==> config.mk <==
export PLATFORM = sky130hd
export DESIGN_NAME = crc_checked_frame_sync_parser_flat
export DESIGN_NICKNAME = d
export VERILOG_FILES = /design/src/rtl/core/csfp_pkg.sv /design/src/rtl/core/csfp_ifs.sv /design/src/rtl/core/csfp_front.sv /design/src/rtl/core/csfp_queue.sv /design/src/rtl/core/csfp_back.sv /design/src/rtl/core/crc_checked_frame_sync_parser.sv /design/src/flat_wrapper.sv
export SDC_FILE = /design/constraint.sdc
export NUM_CORES = 1
export LEC_CHECK = 0
export BUFFER_PORTS_ARGS = -buffer_cell sky130_fd_sc_hd__buf_4
export CAP_MARGIN = 10
export CORE_MARGIN = 2
export CORE_UTILIZATION = 59
export DETAILED_ROUTE_END_ITERATION = 16
export GPL_TIMING_DRIVEN = 0
export PLACE_DENSITY = 0.76
export SYNTH_ARGS = -nofsm -noshare
export SYNTH_HDL_FRONTEND = slang
export SYNTH_SLANG_ARGS = --single-unit
==> constraint.sdc <==
create_clock -name i_clk -period 34.4 [get_ports i_clk]
set_input_delay 5.16 -clock i_clk [delete_from_list [all_inputs] [get_ports i_clk]]
set_output_delay 5.16 -clock i_clk [all_outputs]
set_load 0.1 [all_outputs]
==> src/rtl/core/csfp_pkg.sv <==
// ----------------------------------------------------------------------------
// csfp_pkg - shared types and constants for the frame sync parser
// Frame layout constants, CRC-32 byte update and the queued frame record.
// ----------------------------------------------------------------------------
package csfp_pkg;

    localparam int WIN_LEN     = 16;   // bytes in one frame window
    localparam int CRC_LEN     = 10;   // bytes covered by the CRC (frame bytes 2..11)
    localparam int CRC_DLY_LEN = 4;    // CRC results kept until the carried word arrives
    localparam int QUEUE_DEPTH = 2;
    localparam int QUEUE_PTR_W = (QUEUE_DEPTH > 1) ? $clog2(QUEUE_DEPTH) : 1;
    localparam int QUEUE_CNT_W = $clog2(QUEUE_DEPTH + 1);

    localparam logic [7:0]  MAGIC_A       = 8'h45;
    localparam logic [7:0]  MAGIC_B       = 8'h48;
    localparam logic [7:0]  VERSION_RESET = 8'h01;
    localparam logic [3:0]  WAIT_RELOAD   = 4'hF;
    localparam logic [31:0] CRC_POLY      = 32'hEDB88320;
    localparam logic [31:0] CRC_INIT      = 32'hFFFFFFFF;
    localparam logic [31:0] CRC_XOROUT    = 32'hFFFFFFFF;

    typedef struct packed {
        logic [7:0]         src_node;
        logic [15:0]        sequence_number;
        logic signed [31:0] temperature_value;
        logic signed [7:0]  temperature_exponent;
        logic [31:0]        frame_checksum;
    } t_frame;

    // frame record with its valid flag, used for queue push and queue head
    typedef struct packed {
        logic   valid;
        t_frame frame;
    } t_entry;

    // reflected CRC-32, one byte
    function automatic logic [31:0] crc_byte(input logic [31:0] crc, input logic [7:0] data);
        logic [31:0] c;
        c = crc ^ {24'h0, data};
        for (int b = 0; b < 8; b++) begin
            if (c[0]) begin
                c = (c >> 1) ^ CRC_POLY;
            end else begin
                c = c >> 1;
            end
        end
        return c;
    endfunction

endpackage

==> src/rtl/core/csfp_ifs.sv <==
// ----------------------------------------------------------------------------
// csfp_ifs - channel interfaces of the frame sync parser
// Byte input, frame output and configuration write channels.
// ----------------------------------------------------------------------------
interface csfp_byte_if;
    logic       valid;
    logic       ready;
    logic [7:0] data_byte;

    modport source (output valid, output data_byte, input ready);
    modport sink   (input valid, input data_byte, output ready);
endinterface

interface csfp_frame_if;
    logic               valid;
    logic               ready;
    logic [7:0]         src_node;
    logic [15:0]        sequence_number;
    logic signed [31:0] temperature_value;
    logic signed [7:0]  temperature_exponent;
    logic [31:0]        frame_checksum;

    modport source (output valid, output src_node, output sequence_number,
                    output temperature_value, output temperature_exponent,
                    output frame_checksum, input ready);
    modport sink   (input valid, input src_node, input sequence_number,
                    input temperature_value, input temperature_exponent,
                    input frame_checksum, output ready);
endinterface

interface csfp_cfg_if;
    logic       valid;
    logic       ready;
    logic [7:0] data;

    modport source (output valid, output data, input ready);
    modport sink   (input valid, input data, output ready);
endinterface

==> src/rtl/core/csfp_front.sv <==
// ----------------------------------------------------------------------------
// csfp_front - byte intake, window, rolling CRC and frame match
// Takes one byte per transaction and pushes each matched frame to the queue.
// ----------------------------------------------------------------------------
module csfp_front (
    input  logic            i_clk,
    input  logic            i_rst_n,
    csfp_byte_if.sink       i_byte,
    csfp_cfg_if.sink        i_cfg,
    input  logic            i_q_full,
    output csfp_pkg::t_entry o_push
);
    import csfp_pkg::*;

    logic [7:0]  r_hist [WIN_LEN-1];     // last 15 bytes, oldest first
    logic [31:0] r_crc  [CRC_LEN];       // r_crc[j]: CRC state over the last j+1 bytes
    logic [31:0] r_dly  [CRC_DLY_LEN];   // r_dly[k]: final CRC ending k bytes back
    logic [3:0]  r_wait;
    logic [7:0]  r_version;

    logic [7:0]  n_win  [WIN_LEN];
    logic [31:0] n_crc  [CRC_LEN];
    logic [31:0] carried;
    logic        accept;
    logic        hdr_ok;
    logic        crc_ok;
    logic        match;

    assign i_byte.ready = !i_q_full;
    assign i_cfg.ready  = 1'b1;
    assign accept       = i_byte.valid && i_byte.ready;

    always_comb begin
        for (int i = 0; i < WIN_LEN - 1; i++) begin
            n_win[i] = r_hist[i];
        end
        n_win[WIN_LEN-1] = i_byte.data_byte;

        n_crc[0] = crc_byte(CRC_INIT, i_byte.data_byte);
        for (int j = 1; j < CRC_LEN; j++) begin
            n_crc[j] = crc_byte(r_crc[j-1], i_byte.data_byte);
        end
    end

    assign carried = {n_win[12], n_win[13], n_win[14], n_win[15]};
    assign hdr_ok  = (n_win[0] == MAGIC_A) && (n_win[1] == MAGIC_B) &&
                     (n_win[2] == r_version) && (n_win[3] != 8'h00) &&
                     (n_win[4] == 8'h00);
    // new window byte 11 was the newest byte four transactions ago
    assign crc_ok  = (r_dly[CRC_DLY_LEN-1] == carried);
    assign match   = (r_wait == 4'h0) && hdr_ok && crc_ok;

    assign o_push.valid                      = accept && match;
    assign o_push.frame.src_node             = n_win[3];
    assign o_push.frame.sequence_number      = {n_win[5], n_win[6]};
    assign o_push.frame.temperature_value    = {n_win[7], n_win[8], n_win[9], n_win[10]};
    assign o_push.frame.temperature_exponent = n_win[11];
    assign o_push.frame.frame_checksum       = carried;

    always_ff @(posedge i_clk) begin
        if (!i_rst_n) begin
            r_wait    <= WAIT_RELOAD;
            r_version <= VERSION_RESET;
        end else begin
            if (i_cfg.valid && i_cfg.ready) begin
                r_version <= i_cfg.data;
            end
            if (accept) begin
                if (r_wait != 4'h0) begin
                    r_wait <= r_wait - 4'h1;
                end else if (match) begin
                    r_wait <= WAIT_RELOAD;
                end
            end
        end
    end

    // datapath, no reset: nothing is checked before a full window of real bytes
    always_ff @(posedge i_clk) begin
        if (accept) begin
            for (int i = 0; i < WIN_LEN - 1; i++) begin
                r_hist[i] <= n_win[i+1];
            end
            for (int j = 0; j < CRC_LEN; j++) begin
                r_crc[j] <= n_crc[j];
            end
            r_dly[0] <= n_crc[CRC_LEN-1] ^ CRC_XOROUT;
            for (int k = 1; k < CRC_DLY_LEN; k++) begin
                r_dly[k] <= r_dly[k-1];
            end
        end
    end

endmodule

==> src/rtl/core/csfp_queue.sv <==
// ----------------------------------------------------------------------------
// csfp_queue - short frame queue between front and back
// Small FIFO of matched frames; full stalls the front.
// ----------------------------------------------------------------------------
module csfp_queue (
    input  logic             i_clk,
    input  logic             i_rst_n,
    input  csfp_pkg::t_entry i_push,
    input  logic             i_pop,
    output logic             o_full,
    output csfp_pkg::t_entry o_head
);
    import csfp_pkg::*;

    t_frame                 r_mem [QUEUE_DEPTH];
    logic [QUEUE_PTR_W-1:0] r_wr;
    logic [QUEUE_PTR_W-1:0] r_rd;
    logic [QUEUE_CNT_W-1:0] r_cnt;
    logic                   do_push;
    logic                   do_pop;

    assign o_full       = (r_cnt == QUEUE_CNT_W'(QUEUE_DEPTH));
    assign o_head.valid = (r_cnt != '0);
    assign o_head.frame = r_mem[r_rd];
    assign do_push      = i_push.valid && !o_full;
    assign do_pop       = i_pop && o_head.valid;

    always_ff @(posedge i_clk) begin
        if (!i_rst_n) begin
            r_wr  <= '0;
            r_rd  <= '0;
            r_cnt <= '0;
        end else begin
            if (do_push) begin
                r_wr <= (r_wr == QUEUE_PTR_W'(QUEUE_DEPTH - 1)) ? '0 : r_wr + 1'b1;
            end
            if (do_pop) begin
                r_rd <= (r_rd == QUEUE_PTR_W'(QUEUE_DEPTH - 1)) ? '0 : r_rd + 1'b1;
            end
            if (do_push && !do_pop) begin
                r_cnt <= r_cnt + 1'b1;
            end else if (do_pop && !do_push) begin
                r_cnt <= r_cnt - 1'b1;
            end
        end
    end

    always_ff @(posedge i_clk) begin
        if (do_push) begin
            r_mem[r_wr] <= i_push.frame;
        end
    end

endmodule

==> src/rtl/core/csfp_back.sv <==
// ----------------------------------------------------------------------------
// csfp_back - result output stage
// Pulls frames from the queue into the output register and presents them.
// ----------------------------------------------------------------------------
module csfp_back (
    input  logic             i_clk,
    input  logic             i_rst_n,
    input  csfp_pkg::t_entry i_head,
    output logic             o_pop,
    csfp_frame_if.source     o_frame
);
    import csfp_pkg::*;

    logic   r_valid;
    t_frame r_out;

    // load when the register is empty or being emptied this cycle
    assign o_pop = i_head.valid && (!r_valid || o_frame.ready);

    always_ff @(posedge i_clk) begin
        if (!i_rst_n) begin
            r_valid <= 1'b0;
        end else if (o_pop) begin
            r_valid <= 1'b1;
        end else if (o_frame.ready) begin
            r_valid <= 1'b0;
        end
    end

    always_ff @(posedge i_clk) begin
        if (o_pop) begin
            r_out <= i_head.frame;
        end
    end

    assign o_frame.valid                = r_valid;
    assign o_frame.src_node             = r_out.src_node;
    assign o_frame.sequence_number      = r_out.sequence_number;
    assign o_frame.temperature_value    = r_out.temperature_value;
    assign o_frame.temperature_exponent = r_out.temperature_exponent;
    assign o_frame.frame_checksum       = r_out.frame_checksum;

endmodule

==> src/rtl/core/crc_checked_frame_sync_parser.sv <==
// ----------------------------------------------------------------------------
// crc_checked_frame_sync_parser - sync-word frame parser with CRC-32 check
// Hunts 16-byte frames in a byte stream and emits the fields of each good one.
// ----------------------------------------------------------------------------
// The parser takes one stream byte per transaction on i_byte, one byte every
// clock when ready, and keeps a sliding 16-byte window. Each window whose
// bytes are not part of an already accepted frame is tested: sync bytes 0x45
// 0x48, version equal to the configured value, nonzero source node, zero
// target node, and a reflected CRC-32 (poly 0xEDB88320, init and final xor
// all ones) over bytes 2..11 equal to the big-endian word in bytes 12..15.
// A good frame produces one transaction on o_frame and the next 15 bytes are
// skipped, so frames never overlap. After reset the first 15 bytes only fill
// the window. The CRC is kept as a row of ten running byte-wise CRC registers,
// one started per byte, so the check costs one byte update per register per
// clock while bytes are accepted; the decision is made on the accepting clock
// edge, which writes a good frame into the queue. From there it moves into the
// output register, which drives o_frame. A two-entry
// queue and the output register absorb back-pressure; i_byte.ready only drops
// when both queue entries are taken. i_cfg carries the expected version
// (reset 1) and is always ready; write it only while the parser is idle.
// ----------------------------------------------------------------------------
module crc_checked_frame_sync_parser (
    input  logic         i_clk,
    input  logic         i_rst_n,
    csfp_byte_if.sink    i_byte,
    csfp_cfg_if.sink     i_cfg,
    csfp_frame_if.source o_frame
);
    import csfp_pkg::*;

    t_entry push;    // front -> queue
    t_entry head;    // queue -> back
    logic   q_full;
    logic   pop;

    // front: window, CRC row, skip counter, match
    csfp_front u_front (
        .i_clk    (i_clk),
        .i_rst_n  (i_rst_n),
        .i_byte   (i_byte),
        .i_cfg    (i_cfg),
        .i_q_full (q_full),
        .o_push   (push)
    );

    // queue: decouples matching from the output handshake
    csfp_queue u_queue (
        .i_clk   (i_clk),
        .i_rst_n (i_rst_n),
        .i_push  (push),
        .i_pop   (pop),
        .o_full  (q_full),
        .o_head  (head)
    );

    // back: output register
    csfp_back u_back (
        .i_clk   (i_clk),
        .i_rst_n (i_rst_n),
        .i_head  (head),
        .o_pop   (pop),
        .o_frame (o_frame)
    );

endmodule

==> src/flat_wrapper.sv <==
// flat-port wrapper written by rule: the top's interface ports become plain ports
module crc_checked_frame_sync_parser_flat import csfp_pkg::*;
  (i_clk, i_rst_n, i_byte_valid, i_byte_data_byte, i_byte_ready, i_cfg_valid, i_cfg_data, i_cfg_ready, o_frame_valid, o_frame_src_node, o_frame_sequence_number, o_frame_temperature_value, o_frame_temperature_exponent, o_frame_frame_checksum, o_frame_ready);
  csfp_byte_if i_byte_i ();
  csfp_cfg_if i_cfg_i ();
  csfp_frame_if o_frame_i ();
  input  logic i_clk;
  input  logic i_rst_n;
  input wire logic [$bits(i_byte_i.valid)-1:0] i_byte_valid;
  input wire logic [$bits(i_byte_i.data_byte)-1:0] i_byte_data_byte;
  output wire logic [$bits(i_byte_i.ready)-1:0] i_byte_ready;
  input wire logic [$bits(i_cfg_i.valid)-1:0] i_cfg_valid;
  input wire logic [$bits(i_cfg_i.data)-1:0] i_cfg_data;
  output wire logic [$bits(i_cfg_i.ready)-1:0] i_cfg_ready;
  output wire logic [$bits(o_frame_i.valid)-1:0] o_frame_valid;
  output wire logic [$bits(o_frame_i.src_node)-1:0] o_frame_src_node;
  output wire logic [$bits(o_frame_i.sequence_number)-1:0] o_frame_sequence_number;
  output wire logic [$bits(o_frame_i.temperature_value)-1:0] o_frame_temperature_value;
  output wire logic [$bits(o_frame_i.temperature_exponent)-1:0] o_frame_temperature_exponent;
  output wire logic [$bits(o_frame_i.frame_checksum)-1:0] o_frame_frame_checksum;
  input wire logic [$bits(o_frame_i.ready)-1:0] o_frame_ready;
  assign i_byte_i.valid = i_byte_valid;
  assign i_byte_i.data_byte = i_byte_data_byte;
  assign i_byte_ready = i_byte_i.ready;
  assign i_cfg_i.valid = i_cfg_valid;
  assign i_cfg_i.data = i_cfg_data;
  assign i_cfg_ready = i_cfg_i.ready;
  assign o_frame_valid = o_frame_i.valid;
  assign o_frame_src_node = o_frame_i.src_node;
  assign o_frame_sequence_number = o_frame_i.sequence_number;
  assign o_frame_temperature_value = o_frame_i.temperature_value;
  assign o_frame_temperature_exponent = o_frame_i.temperature_exponent;
  assign o_frame_frame_checksum = o_frame_i.frame_checksum;
  assign o_frame_i.ready = o_frame_ready;
  crc_checked_frame_sync_parser u_core (.i_clk(i_clk), .i_rst_n(i_rst_n), .i_byte(i_byte_i), .i_cfg(i_cfg_i), .o_frame(o_frame_i));
endmodule
Yosys cells after proc, flatten, opt, wreduce, memory -nomap -nowiden. Memories as Yosys holds them, arrays and structs flattened. A register that Yosys moved wholly into a read port is not among the register bits. Index checks and enable logic that the tools add are counted.

Register bits after elaboration: 17. Memory bits (writable): 760. Input bits: 21. Output and inout port bits: 99. Word-level logic and storage cells: 230. Memories: 4.

Memories: u_core.u_front.r_crc (words 10, width 32, read ports 9, clocked after Yosys merged registers in 0, wr ports 10, line csfp_front.sv:16) `logic [31:0] r_crc [CRC_LEN];`; u_core.u_queue.r_mem (words 2, width 96, read ports 1, clocked after Yosys merged registers in 1, wr ports 1, line csfp_queue.sv:15) `t_frame r_mem [QUEUE_DEPTH];`; u_core.u_front.r_dly (words 4, width 32, read ports 4, clocked after Yosys merged registers in 0, wr ports 4, line csfp_front.sv:17) `logic [31:0] r_dly [CRC_DLY_LEN];`; u_core.u_front.r_hist (words 15, width 8, read ports 15, clocked after Yosys merged registers in 0, wr ports 15, line csfp_front.sv:15) `logic [7:0] r_hist [WIN_LEN-1];`.

Add/subtract/negate cells: 5. Eq/ne operators: 5. Muxes and demuxes: 92. Bitwise gates (word level): 91. Reduce and logical (&&, ||, !) cells: 27.

Operators by type and width (count): $mux 32 (80); $not 13->14 (80); $xor 32x8->32 (9); $eq 32x32->1 (1); $not 32->32 (1); $not 8->32 (1); $eq 8x7->1 const B (2); $logic_and 1x1->1 (13); $eq 8x8->1 (1); $logic_not 8->1 (1); $mux 1 (8); $mux 4 (2); $reduce_bool 2->1 (4); $reduce_bool 8->1 (1); $logic_not 1->1 (4); $logic_not 4->1 (1); $mux 2 (2); $reduce_bool 4->1 (1); $sub 4x1->4 const B (1); $add 1x1->1 const B (2); $add 2x1->2 const B (1); $eq 2x2->1 const B (1); $reduce_and 2->1 (1); $sub 2x1->2 const B (1); $logic_or 1x1->1 (1).

Logic depth before layout (Yosys ltp). Gate-level depths: netlist of run 1. An unclocked memory read counts as a cell.

Word-level depth: 19. Depth in mapped cells: 11. Gate-level depth less buffers: 11.

By module. From an unflattened synthesis of run 1, not the netlist that was laid out.

Cell total of the unflattened synthesis: 1976. Area total of the unflattened synthesis: 35485.3 um^2.

By module, submodules not included: csfp_front (times used 1, cells an instance 1552, area an instance 25190.4 um^2, seq. area each 16215.6 um^2); csfp_queue (times used 1, cells an instance 324, area an instance 7364.6 um^2, seq. area each 5865.6 um^2); csfp_back (times used 1, cells an instance 100, area an instance 2930.3 um^2, seq. area each 2902.8 um^2).

Worst setup path after synthesis of run 1. Ideal clock, no wire load.

Path type: input to register. Start point: input port i_byte_valid. End point: memory u_core.u_queue.r_mem[0][0] (netlist name), enable pin. Setup time: 0.563 ns. Arrival: 25.291 ns. Data required time: 33.837 ns. Path slack: 8.547 ns. Stages: 6. Path buffers: 1. Cells stage by stage: and2_1 clkbuf_1 nand4_1 nor4_1 and3_1 nor2b_1.

Word-level cells in the longest chain between the ends: 5.

Ends and longest elaborated chain: start: declaration (line flat_wrapper.sv:9) `input wire logic [$bits(i_byte_i.valid)-1:0] i_byte_valid;`; $logic_and 1x1->1 (line csfp_front.sv:31) `assign accept = i_byte.valid && i_byte.ready;`; net u_core.u_front.accept (line csfp_front.sv:24) `logic accept;`; $logic_and 1x1->1 (line csfp_front.sv:53) `assign o_push.valid = accept && match;`; $logic_and 1x1->1 (line csfp_queue.sv:25) `assign do_push = i_push.valid && !o_full;`; net u_core.u_queue.do_push (line csfp_queue.sv:19) `logic do_push;`; $mux 1 (line csfp_queue.sv:49) `if (do_push) begin`; $mux 1 (implied by the code) (line csfp_queue.sv:50) `r_mem[r_wr] <= i_push.frame;`; end: declaration (line csfp_queue.sv:15).

The timed path passes the listed nets, and every way through them passes these cells.

Worst setup path after layout of run 1.
Start point: input port i_byte_valid. End point: memory u_core.u_queue.r_mem[1][54] (netlist name), enable pin.

Same word-level chain as after synthesis.

==> flow_metrics.py, run 1 <==
metrics = {
    "run_status": {
        "status": "completed",
    },
    "sta": {
        "setup_viol": 0,
        "relSlewSlack_pct": 11.2,
        "timing.final.crit_share_pct": 23.3,
        "max_freq_ghz": 0.125,
        "worst_pin_slew_ns": 1.33,
        "fin_crit_ns": 8.02,
        "hold_viol": 0,
        "slew_viol_final": 0,
        "skew_ns": 0.0231,
        "grt_setup_unrepaired": "false",
    },
    "drt": {
        "first_pass_iters": 5,
        "drc": 0,
        "via_count": 16500,
        "drt_iter0_drc": 1350,
        "wl_per_cell_um": 24.0,
        "ant_nets": 0,
        "wirelength_um": 72000,
        "viasPerCell": 5.49,
    },
    "cells_and_area": {
        "syn_to_final_growth_pct": 14.5,
        "drive_above_1_share_pct": 18.6,
        "nets": 2187,
        "fillers": 3703,
        "multi_input_area_mm2": 0.00956,
        "post-route-util_pct": 67.9,
        "regArea_mm2": 0.0250,
    },
    "synthesis": {
        "synthFlopType": "edfxtp_1",
        "ys_async_sr_fraction_pct": 0,
        "synth-edff-count": 820,
        "yosysMostFrequentCell": "edfxtp_1",
        "syn_inst": 1942,
        "ys_seq_area_share_pct": 71.7,
        "yosys.area.top_type": "edfxtp_1",
        "syn-num-nets": 1966,
        "synth.avg_cell_area_um2": 17.9,
        "synth_top_area_share_pct": 70.7,
        "synth_common_cells": "edfxtp_1 (820), xnor2_1 (597), xor2_1 (198)",
        "yosysWarnings": 0,
        "yosys-top-cells-area": "edfxtp_1 (71%), xnor2_1 (15%), xor2_1 (5.0%)",
        "synthDistinctLibCells": 49,
        "synth_seq_cells": 837,
        "synth_area_mm2": 0.0348,
    },
    "global_route": {
        "grt_use_total_pct": 24.2,
        "grt_pass1_wl_um": 107000,
        "antenna_found_initial": 0,
        "gr-total-overflow": 0,
        "grt_pass1_vias": 17100,
        "grt_max_degree": 73,
    },
    "critical_path": {
        "crit_arrival_ns": 8.34,
        "crit_path_end_kind": "register",
        "critPathMaxFanout": 69,
        "r2r_slack_ns": 30.25,
        "worstSetupStartpointType": "input port",
        "reg2reg_depth": 10,
        "regToRegStartpoint": "u_core.u_queue.r_cnt[0]",
        "path_class": "input port to register",
        "reg2reg_to": "u_core.u_queue.r_mem[1][54]",
        "worstPathRequired_ns": 34.72,
    },
    "clock_network": {
        "clock-sinks": 837,
        "cts_tree": "yes",
        "cts_max_path_buffers": 3,
        "cts_root_buf": "clkbuf_16",
        "cts.clk_slew.worst_paths_ns": 0.06,
        "cts_resized": 0,
        "cts.hold.buffers_added": 0,
        "cts_made_buffers": 84,
        "clock_latency_ns": 0.64,
        "htree_levels": 3,
        "cts_setup_buffers": 0,
    },
    "floorplan": {
        "die_area_mm2": 0.0610,
        "rows": 89,
        "io_pins": 120,
        "core_area_mm2": 0.0587,
        "initial_core_util_pct": 59.3,
        "die_y_um": 247,
        "die_w_um": 247,
    },
    "place": {
        "post-dp-hpwl_um": 47100,
        "gp_congestion": 0.878,
        "io_buffers": 116,
    },
    "flow_run": {
        "maxCapViolCount": 0,
    },
    "hold_path": {
        "min_path_type": "register to register",
        "hp-start": "u_core.u_front.r_dly[1][4]",
        "min_path_cells": 0,
        "min_to": "u_core.u_front.r_dly[2][4]",
    },
}
==> flip-flops by register name (all words and copies together), names as in the netlist <==
name and cells:
u_core.u_queue.r_cnt 2, u_core.u_queue.r_rd 1, u_core.u_queue.r_wr 1, u_core.u_back.o_frame.temperature_value 32, u_core.u_front.r_version 8, u_core.u_back.o_frame.sequence_number 16
u_core.u_back.o_frame.src_node 8, u_core.u_back.o_frame.valid 1, u_core.u_back.o_frame.frame_checksum 32, u_core.u_front.r_hist 118, u_core.u_front.r_dly 128, u_core.u_front.r_wait 4
u_core.u_front.r_crc 286, u_core.u_back.o_frame.temperature_exponent 8, u_core.u_queue.r_mem 192
==> cell usage in the layout (no fill, tap or decap), drive strengths merged, types with 13 or more instances in the layout <==
cell type | netlist | layout
dfxtp | 17 | 17
xnor2 | 630 | 630
clkbuf | 29 | 137
mux2 | 96 | 96
xor2 | 206 | 206
edfxtp | 820 | 820
inv | 12 | 13
clkinv | 0 | 30
nor4 | 14 | 14
buf | 28 | 163
==> stage by stage <==
step / instances / instance area [um^2] / setup slack, ns / hold slack [ns] / setup TNS [ns]
6_report: 3000 / 39900 / 26.38 / 0.411 / 0
4_1_cts: 2999 / 39900 / 26.36 / 0.407 / 0
3_3_place_gp: 2831 / 36700 / -0.384 / 0.401 / -36.51
2_1_floorplan: 1942 / 34800 / 8.55 / 0.400 / 0
5_1_grt: 2999 / 39900 / 26.11 / 0.411 / 0
3_5_place_dp: 2850 / 37100 / 25.72 / 0.405 / 0
==> how the worst max path moves through the flow <==
stage	from	to	slack, ns
after global routing	i_byte_valid	u_core.u_queue.r_mem[1][51]	26.11
final	i_byte_valid	u_core.u_queue.r_mem[1][54]	26.38
after CTS	i_byte_valid	u_core.u_queue.r_mem[1][43]	26.36
after detailed placement	i_byte_valid	u_core.u_queue.r_mem[1][35]	25.72
after floorplan	i_byte_valid	u_core.u_queue.r_mem[0][0]	8.55
after global placement	i_byte_valid	u_core.u_queue.r_mem[0][36]	-0.38
==> per-layer routing <==
layer	wire length [um]	up-vias	GRT usage, %
met3	3860	128	3.19
met1	28300	8356	31.0
li1	-	7366	-
met5	0	-	0
met2	37400	613	42.3
met4	2330	0	8.65
==> cell families after synthesis <==
family                   Yosys count  synth area share (%)
AND/OR/NAND/NOR                   79                  1.53
other                              1                0.0108
buffers and inverters             69                 0.927
XOR/XNOR                         836                  22.1
flip-flops                       837                  71.7
AO/OA/AOI/OAI                     12                 0.252
adder cells (fa/ha/maj)            3                 0.108
multiplexers                     105                  3.36
==> worst max-delay path, cell delays in order <==
cell and delay (ns):
buf_4 0.10, and2_1 0.11, clkbuf_4 0.51, buf_16 0.38, buf_16 0.29, nand4_1 0.13
nor4_1 0.21, and3_1 0.24, and2_4 0.77, buf_12 0.33
==> cell type report <==
cell class,instances,area share (%)
buffer,57,0.706
clock inverter,41,1.28
sequential,837,62.6
inverter,12,0.113
multi-input combinational,1036,24.0
timing repair buffer,135,3.32
tap,773,2.43
antenna,1,0.00628
clock buffer,108,5.55
Power of run 1 is not shown: default switching activity piles up to over one toggle a cycle in this logic, so the estimate is an artifact.
==> run 2: changes to the inputs <==
==> constraint.sdc (replaced) <==
create_clock -name i_clk -period 8.2 [get_ports i_clk]
set_input_delay 1.23 -clock i_clk [delete_from_list [all_inputs] [get_ports i_clk]]
set_output_delay 1.23 -clock i_clk [all_outputs]
set_load 0.1 [all_outputs]
==> run 2 against run 1 <==
- critical path depth up 1
- final area fell by 0.46%
- wire length fell by 1.8%
- critical path type unchanged
==> flow_metrics.py, run 2 (synthesized netlist as in run 1, its figures left out) <==
metrics = {
    "run_status": {
        "status": "completed",
    },
    "cells_and_area": {
        "largest_reg_flops": 286,
        "syn_to_final_growth_pct": 14.0,
        "drive_above_1_share_pct": 18.6,
        "layout_commonest_cell": "edfxtp_1",
        "top_regs": "u_core.u_front.r_crc (286), u_core.u_queue.r_mem (192), u_core.u_front.r_dly (128)",
        "nets": 2179,
        "largest-register": "u_core.u_front.r_crc",
        "final_cell_mix": "edfxtp_1 (820), xnor2_1 (597), xor2_1 (196), buf_4 (123), mux2_2 (96)",
        "design_area_mm2": 0.0397,
    },
    "drt": {
        "viasPerCell": 5.44,
        "drc": 0,
        "ant_nets": 0,
        "via_count": 16300,
        "wirelength_um": 70700,
        "drt_iter0_drc": 1376,
        "wl_per_cell_um": 23.6,
        "first_pass_iters": 5,
    },
    "clock_network": {
        "cts_setup_buffers": 0,
        "clock-sinks": 837,
        "cts_tree": "yes",
        "cts_root_buf": "clkbuf_16",
        "cts_resized": 0,
        "cts.hold.buffers_added": 0,
        "cts_max_path_buffers": 3,
        "clock_latency_ns": 0.64,
        "cts.clk_slew.worst_paths_ns": 0.06,
        "htree_levels": 3,
        "cts_made_buffers": 81,
    },
    "sta": {
        "worst_pin_slew_ns": 1.33,
        "skew_ns": 0.0387,
        "max_freq_ghz": 0.248,
        "hold_viol": 0,
        "tns_ns": 0,
        "fin_crit_ns": 4.04,
        "setup_viol": 0,
        "relSlewSlack_pct": 11.0,
        "timing.final.crit_share_pct": 49.2,
        "grt_setup_unrepaired": "false",
        "slew_viol_final": 0,
        "postLayoutSetupSlackWorst_ns": 4.16,
    },
    "flow_run": {
        "maxCapViolCount": 0,
    },
    "critical_path": {
        "critPathBufInv": 5,
        "cpMostUsedCell": "nor4_1",
        "path_cells": "buf_4 > buf_6 > buf_1 > xor2_1 > nor4_1 > nand4_1 > nor4_1 > and3_1 > nor2b_4 > buf_16 > buf_12",
        "crit_path_end_kind": "register",
        "crit_arrival_ns": 4.36,
        "crit_path_top_delay_cell": "nor2b_4",
        "cp_top_family": "simple AND/OR/NAND/NOR gates",
        "path_class": "input port to register",
        "cp_slowest_stage_delay_ns": 0.62,
        "critPathMaxFanout": 23,
        "worstSetupStartpointType": "input port",
        "worstPathRequired_ns": 8.52,
    },
    "global_route": {
        "antenna_found_initial": 0,
        "gr-total-overflow": 0,
        "grt_max_degree": 191,
        "grt_use_total_pct": 23.6,
        "grt_pass1_wl_um": 105000,
        "grt_pass1_vias": 16800,
    },
    "hold_path": {
        "min_path_type": "register to register",
    },
    "floorplan": {
        "die_y_um": 247,
        "core_area_mm2": 0.0587,
        "initial_core_util_pct": 59.3,
        "die_w_um": 247,
        "rows": 89,
        "die_area_mm2": 0.0610,
        "io_pins": 120,
    },
    "place": {
        "gp_congestion": 0.877,
        "pre_cts_slack_ns": 3.60,
        "post-dp-hpwl_um": 45700,
        "place_area_mm2": 0.0370,
        "io_buffers": 116,
    },
}
[run 2: final cells by class]
| type | count | area, um^2 |
|---|---|---|
| sequential | 837 | 25000 |
| antenna | 1 | 2.50 |
| inverter | 12 | 45.0 |
| clock inverter | 44 | 519 |
| tap | 773 | 967 |
| timing repair buffer | 130 | 1180 |
| buffer | 57 | 299 |
| clock buffer | 102 | 2150 |
| fill | 3761 | 19000 |
| multi-input combinational | 1036 | 9560 |
[run 2: worst paths after layout]
| check | startpoint | endpoint | slack, ns | depth (start not counted) |
|---|---|---|---|---|
| setup / recovery | i_byte_data_byte[0] | u_core.u_queue.r_mem[0][94] | 4.16 | 11 |
| hold / removal | u_core.u_front.r_dly[1][1] | u_core.u_front.r_dly[2][1] | 0.41 | 0 |
| setup reg to reg | u_core.u_queue.r_cnt[0] | u_core.u_queue.r_mem[0][94] | 4.31 | 9 |
| hold reg to reg | u_core.u_front.r_dly[1][1] | u_core.u_front.r_dly[2][1] | 0.41 | 0 |
[run 2: stage by stage]
| step | std cells | utilization [%] | hold WS (ns) |
|---|---|---|---|
| after detailed placement | 2845 | 63.1 | 0.405 |
| after global routing | 2991 | 67.6 | 0.407 |
| after global placement | 2831 | 62.5 | 0.402 |
| after floorplan | 1942 | - | 0.400 |
| after CTS | 2991 | 67.6 | 0.404 |
| final | 2992 | 67.6 | 0.405 |
[run 2: routing by layer]
metal,routed length (um),track usage [%],vias up
li1,-,-,7341
met1,28300,30.5,8238
met2,36400,40.8,544
met3,3740,3.66,140
met4,2230,8.10,0
met5,0,0,-
Power of run 2 is left out for the same reason.
